### config.mk
export PLATFORM = sky130hd
export DESIGN_NAME = tdbl_ctrl
export DESIGN_NICKNAME = d
export VERILOG_FILES = /design/src/hdl/tdbl_pkg.sv /design/src/hdl/tdbl_ctrl.sv
export SDC_FILE = /design/constraint.sdc
export NUM_CORES = 1
export LEC_CHECK = 0
export BUFFER_PORTS_ARGS = -buffer_cell sky130_fd_sc_hd__buf_2
export CAP_MARGIN = 10
export CORE_ASPECT_RATIO = 0.9
export CORE_MARGIN = 2
export CORE_UTILIZATION = 47
export DETAILED_ROUTE_END_ITERATION = 10
export GPL_TIMING_DRIVEN = 1
export PLACE_DENSITY_LB_ADDON = 0.3
export SYNTH_ARGS = -nofsm -noshare
export SYNTH_HDL_FRONTEND = slang
export SYNTH_SLANG_ARGS = --single-unit
### constraint.sdc
create_clock -name i_clk -period 2 [get_ports i_clk]
set_clock_uncertainty 0.2 [all_clocks]
set_input_delay 0.3 -clock i_clk [delete_from_list [all_inputs] [get_ports i_clk]]
set_output_delay 0.3 -clock i_clk [all_outputs]
set_load 0.005 [all_outputs]
### src/hdl/tdbl_pkg.sv
package tdbl_pkg;

    localparam int NODE_COUNT  = 1024;
    localparam int LIFT_LEVELS = 10;
    localparam int NODE_W      = $clog2(NODE_COUNT);
    localparam int DEPTH_W     = NODE_W;
    localparam int DIST_W      = NODE_W + 1;
    localparam int LEVEL_W     = (LIFT_LEVELS > 1) ? $clog2(LIFT_LEVELS) : 1;
    localparam int ENTRY_W     = NODE_W + 1;
    localparam int ROW_W       = DEPTH_W + LIFT_LEVELS * ENTRY_W;

    localparam logic [NODE_W-1:0] ROOT_RESET = NODE_W'(1);

    typedef struct packed {
        logic              valid;
        logic [NODE_W-1:0] id;
    } t_entry;

    // One table row per node: its depth and its ancestor at every lifting level.
    typedef struct packed {
        logic [DEPTH_W-1:0]           depth;
        t_entry [LIFT_LEVELS-1:0]     anc;
    } t_row;

    typedef enum logic [4:0] {
        S_CLEAR,
        S_IDLE,
        S_START,
        S_LOAD_X,
        S_LOAD_Y,
        S_SORT,
        S_LIFT,
        S_LIFT_LOAD,
        S_CLIMB,
        S_CLIMB_LA,
        S_CLIMB_LB,
        S_TOP,
        S_TOP_LOAD,
        S_DIST,
        S_ADD_PARENT,
        S_ADD_LEVEL,
        S_ADD_LOAD,
        S_ADD_WRITE,
        S_FINISH
    } t_state;

    typedef enum logic [4:0] {
        OP_NONE,
        OP_CLEAR,
        OP_LOAD_IN,
        OP_START,
        OP_LOAD_X,
        OP_LOAD_Y,
        OP_SORT,
        OP_LIFT,
        OP_LIFT_LOAD,
        OP_CLIMB,
        OP_CLIMB_LA,
        OP_CLIMB_LB,
        OP_TOP,
        OP_TOP_LOAD,
        OP_DIST,
        OP_ADD_PARENT,
        OP_ADD_LEVEL,
        OP_ADD_LOAD,
        OP_ADD_WRITE,
        OP_OUT
    } t_op;

    typedef enum logic [2:0] {
        LVL_HOLD,
        LVL_TOP,
        LVL_ONE,
        LVL_DEC,
        LVL_INC
    } t_lvl_op;

    typedef struct packed {
        t_op     op;
        t_lvl_op lvl_op;
    } t_cmd;

    typedef struct packed {
        logic is_query;
        logic skip_add;
        logic same_node;
        logic lift_move;
        logic climb_move;
        logic top_valid;
        logic below_valid;
        logic below_self;
        logic lvl_zero;
        logic lvl_last;
        logic clear_done;
        logic out_free;
    } t_status;

endpackage

### src/hdl/tdbl_ctrl.sv
module tdbl_ctrl (
    input  logic              i_clk,
    input  logic              i_rst_n,
    input  logic              i_in_valid,
    output logic              o_in_ready,
    input  tdbl_pkg::t_status i_status,
    output tdbl_pkg::t_cmd    o_cmd
);

    tdbl_pkg::t_state r_state;
    tdbl_pkg::t_state n_state;

    always_ff @(posedge i_clk) begin
        if (!i_rst_n) begin
            r_state <= tdbl_pkg::S_CLEAR;
        end else begin
            r_state <= n_state;
        end
    end

    always_comb begin
        n_state       = r_state;
        o_in_ready    = 1'b0;
        o_cmd.op      = tdbl_pkg::OP_NONE;
        o_cmd.lvl_op  = tdbl_pkg::LVL_HOLD;
        case (r_state)
            tdbl_pkg::S_CLEAR: begin
                o_cmd.op = tdbl_pkg::OP_CLEAR;
                if (i_status.clear_done) begin
                    n_state = tdbl_pkg::S_IDLE;
                end
            end
            tdbl_pkg::S_IDLE: begin
                o_in_ready = 1'b1;
                if (i_in_valid) begin
                    o_cmd.op = tdbl_pkg::OP_LOAD_IN;
                    n_state  = tdbl_pkg::S_START;
                end
            end
            tdbl_pkg::S_START: begin
                o_cmd.op = tdbl_pkg::OP_START;
                if (i_status.is_query) begin
                    n_state = tdbl_pkg::S_LOAD_X;
                end else if (i_status.skip_add) begin
                    n_state = tdbl_pkg::S_FINISH;
                end else begin
                    n_state = tdbl_pkg::S_ADD_PARENT;
                end
            end
            tdbl_pkg::S_LOAD_X: begin
                o_cmd.op = tdbl_pkg::OP_LOAD_X;
                n_state  = tdbl_pkg::S_LOAD_Y;
            end
            tdbl_pkg::S_LOAD_Y: begin
                o_cmd.op = tdbl_pkg::OP_LOAD_Y;
                n_state  = tdbl_pkg::S_SORT;
            end
            tdbl_pkg::S_SORT: begin
                o_cmd.op     = tdbl_pkg::OP_SORT;
                o_cmd.lvl_op = tdbl_pkg::LVL_TOP;
                n_state      = i_status.same_node ? tdbl_pkg::S_DIST : tdbl_pkg::S_LIFT;
            end
            tdbl_pkg::S_LIFT: begin
                o_cmd.op = tdbl_pkg::OP_LIFT;
                if (i_status.lift_move) begin
                    n_state = tdbl_pkg::S_LIFT_LOAD;
                end else if (i_status.lvl_zero) begin
                    o_cmd.lvl_op = tdbl_pkg::LVL_TOP;
                    n_state      = tdbl_pkg::S_CLIMB;
                end else begin
                    o_cmd.lvl_op = tdbl_pkg::LVL_DEC;
                end
            end
            tdbl_pkg::S_LIFT_LOAD: begin
                o_cmd.op = tdbl_pkg::OP_LIFT_LOAD;
                if (i_status.same_node) begin
                    n_state = tdbl_pkg::S_DIST;
                end else if (i_status.lvl_zero) begin
                    o_cmd.lvl_op = tdbl_pkg::LVL_TOP;
                    n_state      = tdbl_pkg::S_CLIMB;
                end else begin
                    o_cmd.lvl_op = tdbl_pkg::LVL_DEC;
                    n_state      = tdbl_pkg::S_LIFT;
                end
            end
            tdbl_pkg::S_CLIMB: begin
                o_cmd.op = tdbl_pkg::OP_CLIMB;
                if (i_status.climb_move) begin
                    n_state = tdbl_pkg::S_CLIMB_LA;
                end else if (i_status.lvl_zero) begin
                    n_state = tdbl_pkg::S_TOP;
                end else begin
                    o_cmd.lvl_op = tdbl_pkg::LVL_DEC;
                end
            end
            tdbl_pkg::S_CLIMB_LA: begin
                o_cmd.op = tdbl_pkg::OP_CLIMB_LA;
                n_state  = tdbl_pkg::S_CLIMB_LB;
            end
            tdbl_pkg::S_CLIMB_LB: begin
                o_cmd.op = tdbl_pkg::OP_CLIMB_LB;
                if (i_status.lvl_zero) begin
                    n_state = tdbl_pkg::S_TOP;
                end else begin
                    o_cmd.lvl_op = tdbl_pkg::LVL_DEC;
                    n_state      = tdbl_pkg::S_CLIMB;
                end
            end
            tdbl_pkg::S_TOP: begin
                o_cmd.op = tdbl_pkg::OP_TOP;
                n_state  = i_status.top_valid ? tdbl_pkg::S_TOP_LOAD : tdbl_pkg::S_FINISH;
            end
            tdbl_pkg::S_TOP_LOAD: begin
                o_cmd.op = tdbl_pkg::OP_TOP_LOAD;
                n_state  = tdbl_pkg::S_DIST;
            end
            tdbl_pkg::S_DIST: begin
                o_cmd.op = tdbl_pkg::OP_DIST;
                n_state  = tdbl_pkg::S_FINISH;
            end
            tdbl_pkg::S_ADD_PARENT: begin
                o_cmd.op     = tdbl_pkg::OP_ADD_PARENT;
                o_cmd.lvl_op = tdbl_pkg::LVL_ONE;
                n_state      = (tdbl_pkg::LIFT_LEVELS > 1) ? tdbl_pkg::S_ADD_LEVEL
                                                           : tdbl_pkg::S_ADD_WRITE;
            end
            tdbl_pkg::S_ADD_LEVEL: begin
                o_cmd.op = tdbl_pkg::OP_ADD_LEVEL;
                if (!i_status.below_valid) begin
                    n_state = tdbl_pkg::S_ADD_WRITE;
                end else if (i_status.below_self) begin
                    // The entry below is the node itself, so the new entry is taken
                    // from the row under construction without a table read.
                    if (i_status.lvl_last) begin
                        n_state = tdbl_pkg::S_ADD_WRITE;
                    end else begin
                        o_cmd.lvl_op = tdbl_pkg::LVL_INC;
                    end
                end else begin
                    n_state = tdbl_pkg::S_ADD_LOAD;
                end
            end
            tdbl_pkg::S_ADD_LOAD: begin
                o_cmd.op = tdbl_pkg::OP_ADD_LOAD;
                if (i_status.lvl_last) begin
                    n_state = tdbl_pkg::S_ADD_WRITE;
                end else begin
                    o_cmd.lvl_op = tdbl_pkg::LVL_INC;
                    n_state      = tdbl_pkg::S_ADD_LEVEL;
                end
            end
            tdbl_pkg::S_ADD_WRITE: begin
                o_cmd.op = tdbl_pkg::OP_ADD_WRITE;
                n_state  = tdbl_pkg::S_FINISH;
            end
            tdbl_pkg::S_FINISH: begin
                if (i_status.out_free) begin
                    o_cmd.op = tdbl_pkg::OP_OUT;
                    n_state  = tdbl_pkg::S_IDLE;
                end
            end
            default: begin
                n_state = tdbl_pkg::S_IDLE;
            end
        endcase
    end

endmodule

==> impl_metrics.py, run 1 <==
metrics = {
    "run_status": {
        "outcome": "complete, but fails checks",
        "violations": "setup timing",
    },
    "logic_synthesis": {
        "synth_mux_area_frac": 0,
        "synth_compound_area_frac": 0.360,
        "synthAdderAreaFrac": 0,
        "syn_nets": 148,
        "ys_ff_latch": 5,
        "yosysUniqueCellTypes": 48,
        "ys_seq_area_frac": 0.111,
        "ys.flop_type": "dfxtp_1",
        "synthSimpleGateAreaFrac": 0.388,
        "postSynthCellCount": 133,
        "syn_avg_cell_area_sq_um": 6.76,
        "postSynth.asyncResetShare": 0,
        "syn_area_sq_um": 900,
        "synth.largest_area_cell": "dfxtp_1",
        "synth_top_cell_area_share": 0.111,
        "yosys-top-cells-area": "dfxtp_1, a21oi_1, o21ai_0, nand4b_1, nor2_1",
        "synth_edf_count": 0,
        "synth_top_family_by_area": "simple AND/OR/NAND/NOR gates",
        "ys_warn_count": 0,
        "synth-xor-area-share": 0.0292,
    },
    "final_layout": {
        "regMostFlops": "r_state",
        "n_fill_cell": 112,
        "antenna_cells": 0,
        "fin_cells": 202,
        "nets": 194,
        "area_delta_synth_final_pct": 51.5,
        "biggestRegsByFlops": "r_state (5)",
        "largest_register_ff_count": 5,
        "drive_above_1_share": 0.444,
        "final_area_sq_um": 1360,
    },
    "sta": {
        "rsz0062_at_grt": "yes",
        "setup_violations": 8,
        "tightest_slew_ps": 393,
        "slew-limit-headroom": 0.731,
        "period_share": 1.09,
        "period_needed_ps": 2180,
        "fmax_ghz": 0.458,
        "slew_violations": 0,
        "worst_slack_ps": -184,
        "holdWs_ps": 125,
        "tns_ps": -847,
        "finalHoldViolCount": 0,
    },
    "worst_setup_path": {
        "crit_path_top_delay_cell": "or4_4",
        "r2r_setup_slack_ps": -110,
        "cpPeakStageDelay_ps": 510,
        "critPathCaptureType": "output pin",
        "r2r_start": "r_state[0]$_SDFFE_PN0P_",
        "required_ps": 1500,
        "cp.buffers_inverters": 1,
        "crit_family": "simple AND/OR/NAND/NOR gates",
        "crit_chain": "nand2b_4 > or4_4 > nor2_4 > a31oi_1 > o21ai_1 > buf_2",
        "cp.arrival_ps": 1680,
        "worstSetupPathType": "flip-flop to output pin",
        "crit_fanout": 7,
        "cp-start-kind": "flip-flop",
        "critical_path.startpoint": "r_state[4]$_SDFFE_PN0P_",
    },
    "placed_design": {
        "post_dp_cell_area_sq_um": 1160,
        "io_buffers": 23,
        "placed_cells_incl_taps": 192,
        "gp_congestion": 1.06,
        "place_hpwl_microns": 2510,
    },
    "route": {
        "remaining_drc_errors": 0,
        "initialDrtViolationCount": 99,
        "viasPerCell": 6.44,
        "wl_per_cell_microns": 17.9,
        "antenna_left": 0,
        "drt_wl_total_microns": 3620,
        "vias": 1300,
        "drt_first_pass_iters": 6,
    },
    "power_and_ir_drop": {
        "p_seq_frac": 0.116,
        "p_total_uw": 1850,
        "power.switching_uw": 890,
        "powerDensity_nw_per_um2": 1360,
        "clock_power_share": 0.064,
        "p_sw_frac": 0.481,
        "p_int_uw": 961,
        "ir_worst_vdd_mv": 0.901,
        "pwr-share-comb": 0.820,
        "leakage_uw": 0.000560,
    },
    "hold_path": {
        "min-delay-start": "i_rst_n",
        "worstHoldPathType": "input port to flip-flop",
    },
    "floorplanning": {
        "start_util": 0.519,
        "fp.dieW_microns": 50.1,
        "top_level_ports": 24,
        "die-area_sq_um": 2280,
        "core-area_sq_um": 1730,
        "die_h_microns": 45.5,
        "rows": 14,
    },
    "cts": {
        "clock_sinks": 5,
        "clock_path_buffers": 2,
        "h-tree-depth": 1,
        "cts.clk_slew.worst_paths_ps": 50,
        "cts-root-buf": "clkbuf_4",
        "cts_tree": "done",
        "cts_buffers": 3,
        "clock_latency_ps": 240,
    },
    "grt": {
        "grt_pass1_vias": 1216,
        "grt_usage": 0.333,
        "grt_max_degree": 18,
        "grt_antenna_before_repair": 0,
        "grt_first_pass_wirelength_microns": 5690,
        "grt_overflow": 0,
    },
    "job": {
        "maxCapViolCount": 0,
    },
}
==> placed cells by master (no fill, tap or decap), types with 3 or more instances in the layout <==
master	instances
nor2b_1	6
o21ai_0	9
a211oi_1	4
nand2_1	9
nor2_1	9
a21oi_1	10
buf_2	23
buf_6	5
nand4b_1	5
buf_4	25
inv_1	8
clkbuf_4	3
nor3_1	4
==> cell usage after synthesis, types with 4 or more instances <==
| cell type | count |
|---|---|
| a21oi_1 | 10 |
| nor2_1 | 10 |
| o21ai_0 | 10 |
| nand2_1 | 9 |
| inv_1 | 8 |
| clkbuf_1 | 6 |
| nor2b_1 | 6 |
| dfxtp_1 | 5 |
| nand4b_1 | 5 |
| nor3_1 | 5 |
| a211oi_1 | 4 |
| or4_1 | 4 |
==> stage by stage <==
stage / utilization / setup slack (ps)
global placement: 0.670 / -69.8
detailed placement: 0.670 / -127
floorplan: - / 40.9
finish: 0.786 / -184
global route: 0.786 / -236
CTS: 0.750 / -170
==> cells by family after synthesis <==
group | Yosys count
buffers and inverters | 21
flip-flops | 5
AO/OA/AOI/OAI | 46
AND/OR/NAND/NOR | 58
XOR/XNOR | 3
==> worst paths after layout <==
kind | to | cells after the start
worst max register to register | r_state[3]$_SDFFE_PN0P_ | 8
worst min-delay path | r_state[2]$_SDFFE_PN0P_ | 2
worst max-delay path | o_cmd[1] | 6
worst min register to register | r_state[3]$_SDFFE_PN0P_ | 3
==> power groups by stage <==
stage | Sequential (uW) | Combinational [uW] | Clock, uW
detailed placement | 187 | 1190 | 0
global route | 219 | 1610 | 124
global placement | 185 | 1160 | 0
CTS | 196 | 1360 | 119
finish | 215 | 1520 | 119
floorplan | 155 | 807 | 0
==> area by class of cell <==
class,instances,area (sq um),area share
multi-input cells,107,792,0.581
repair buffers,54,374,0.275
well taps,24,30.0,0.0220
flip-flops and latches,5,110,0.0808
clock buffers,4,26.3,0.0193
inverters,8,30.0,0.0220
==> per-layer routing <==
metal,global-route usage,part of all wire
met5,0,0
met1,0.386,0.38
met3,0.0954,0.11
met4,0.150,0.026
met2,0.576,0.48
==> worst reg2reg max path: cells and delay by family (launching register included) <==
kind / cells / cell delay (ps)
simple gates: 2 / 540
flops: 1 / 360
compound gates: 3 / 510
buf+inv: 3 / 390
==> repair_timing <==
item / 4_1_cts / 5_1_grt
hold buffers: 0 / 0
endpoints found under the setup margin: 8 / 12
resized for setup: 20 / 10
buffers inserted: 3 / 3
gates cloned: 0 / 0
hold endpoints to repair: 0 / 0
pin swaps: 2 / 7
(Power assumes the default switching activity.)
==> inputs of run 2 (changes only) <==
Settings changed: CORE_MARGIN 2 to default.
==> run 2 against run 1 <==
Against the previous run: the run still ends with setup timing left; cell count is 4.5% higher; sequential power is 5% higher; maximum frequency is 7.6% lower; total power is 18% higher; register-to-register slack hardly changed; worst setup slack worse by 180 ps; count of clock-buffer cells in the layout stayed put; sequential cell count stayed put; die area is 8.2% lower; core utilization is 9.6 points higher; non-clock buffer count is 9 higher; largest power group unchanged.
==> impl_metrics.py, run 2 (same netlist as run 1, synthesis figures left out) <==
metrics = {
    "final_layout": {
        "n_fill_cell": 80,
        "largest_register_ff_count": 5,
        "area_delta_synth_final_pct": 70.0,
        "final_area_sq_um": 1530,
        "nets": 203,
        "drive_above_1_share": 0.519,
        "layout_common_cells": "buf_4, buf_2, buf_6",
        "biggestRegsByFlops": "r_state (5)",
        "final_common_cell": "buf_4",
        "post-route-util": 0.882,
        "regMostFlops": "r_state",
        "antenna_cells": 0,
    },
    "floorplanning": {
        "top_level_ports": 24,
        "start_util": 0.519,
        "die_h_microns": 43.5,
        "die-area_sq_um": 2090,
        "rows": 14,
        "core-area_sq_um": 1730,
        "fp.dieW_microns": 48.1,
    },
    "worst_setup_path": {
        "crit_fanout": 6,
        "cpPeakStageDelay_ps": 420,
        "cp.depth": 5,
        "crit_chain": "buf_6 > or3b_4 > a2111o_1 > o211ai_1 > buf_2",
        "cp.buffers_inverters": 2,
        "crit_path_top_delay_cell": "a2111o_1",
        "crit_family": "compound AO/OA/AOI/OAI gates",
        "cp-start-kind": "flip-flop",
        "cp.arrival_ps": 1860,
        "worstRegToRegCells": 7,
        "required_ps": 1500,
        "worstSetupPathType": "flip-flop to output pin",
        "critPathCaptureType": "output pin",
    },
    "sta": {
        "rsz0062_at_grt": "yes",
        "period_share": 1.18,
        "finalHoldViolCount": 0,
        "fmax_ghz": 0.423,
        "slew_violations": 0,
        "setup_violations": 9,
        "period_needed_ps": 2360,
        "tightest_slew_ps": 488,
        "slew-limit-headroom": 0.666,
        "worst_slack_ps": -364,
    },
    "cts": {
        "h-tree-depth": 1,
        "cts-root-buf": "clkbuf_4",
        "cts-hold-fix-buffers": 0,
        "clock_sinks": 5,
        "clock_latency_ps": 250,
        "cts_tree": "done",
        "clock_path_buffers": 2,
        "cts.clk_slew.worst_paths_ps": 50,
        "cts_buffers": 3,
    },
    "placed_design": {
        "io_buffers": 23,
        "place_hpwl_microns": 2540,
        "gp_congestion": 1.05,
        "post_dp_cell_area_sq_um": 1190,
    },
    "run_status": {
        "violations": "setup timing",
        "outcome": "complete, but fails checks",
    },
    "route": {
        "vias": 1467,
        "remaining_drc_errors": 0,
        "viasPerCell": 6.95,
        "wl_per_cell_microns": 21.8,
        "antenna_left": 0,
        "drt_first_pass_iters": 5,
        "initialDrtViolationCount": 128,
        "drt_wl_total_microns": 4610,
    },
    "grt": {
        "grt_usage": 0.420,
        "grt_overflow": 0,
        "grt_antenna_before_repair": 0,
        "grt_first_pass_wirelength_microns": 6180,
        "grt_max_degree": 17,
        "grt_pass1_vias": 1301,
    },
    "power_and_ir_drop": {
        "ir_worst_vdd_mv": 1.13,
        "powerDensity_nw_per_um2": 1430,
        "leakage_uw": 0.000655,
    },
    "job": {
        "maxCapViolCount": 0,
    },
    "hold_path": {
        "worstHoldPathType": "input port to flip-flop",
        "hold_depth": 2,
    },
}
run 2: metrics by stage:
stage / total power (uW) / worst slack [ps] / TNS, ps / cells / hold slack [ps]
3_3_place_gp: 1390 / -32.1 / -63.3 / 196 / 348
2_1_floorplan: 962 / 40.9 / 0 / 133 / 228
5_1_grt: 2270 / -466 / -2050 / 211 / 116
4_1_cts: 1800 / -197 / -813 / 207 / 109
3_5_place_dp: 1420 / -56.8 / -164 / 196 / 361
6_report: 2190 / -364 / -1180 / 211 / 114
run 2: area by class of cell:
type                       count  area, sq um  area share
multi-input combinational    107          857       0.561
clock buffer                   4         26.3      0.0172
timing repair buffer          63          469       0.307
sequential                     5          113      0.0736
tap                           24         30.0      0.0196
inverter                       8         33.8      0.0221
run 2: worst paths after layout:
path | from | to | slack, ps
worst max-delay path | r_state[0]$_SDFFE_PN0P_ | o_cmd[0] | -360
worst min-delay path | i_rst_n | r_state[2]$_SDFFE_PN0P_ | 110
worst max register to register | r_state[1]$_SDFFE_PN0P_ | r_state[3]$_SDFFE_PN0P_ | -100
worst min register to register | r_state[1]$_SDFFE_PN0P_ | r_state[1]$_SDFFE_PN0P_ | 570
run 2: timing repair:
item / CTS / global route
setup endpoints to repair: 9 / 11
resized for setup: 30 / 20
pin swaps: 9 / 10
setup buffers: 7 / 6
run 2: worst reg2reg max path, cell delays in order (launching register included):
cell,delay [ps]
dfxtp_2,350
buf_6,160
clkinvlp_4,140
buf_4,170
buf_4,140
nor4b_1,400
nor3_1,160
a311oi_2,290
run 2: metal layers:
layer  global-route usage  wire length [microns]  vias up  share of wire
met5                    0                      0        -              0
met4                0.228                    216        0          0.047
met3               0.0792                    696       45           0.15
met2                0.638                   2100      167           0.46
met1                0.547                   1590      643           0.35
li1                     -                      -      612              -
run 2: report_power, final:
group          total [uW]  internal [uW]  leakage, uW  switching [uW]
Sequential            226            151    0.0000435            74.2
Clock                 125           75.9    0.0000150            48.6
Combinational        1840            871     0.000597             966
Total                2190           1100     0.000655            1090
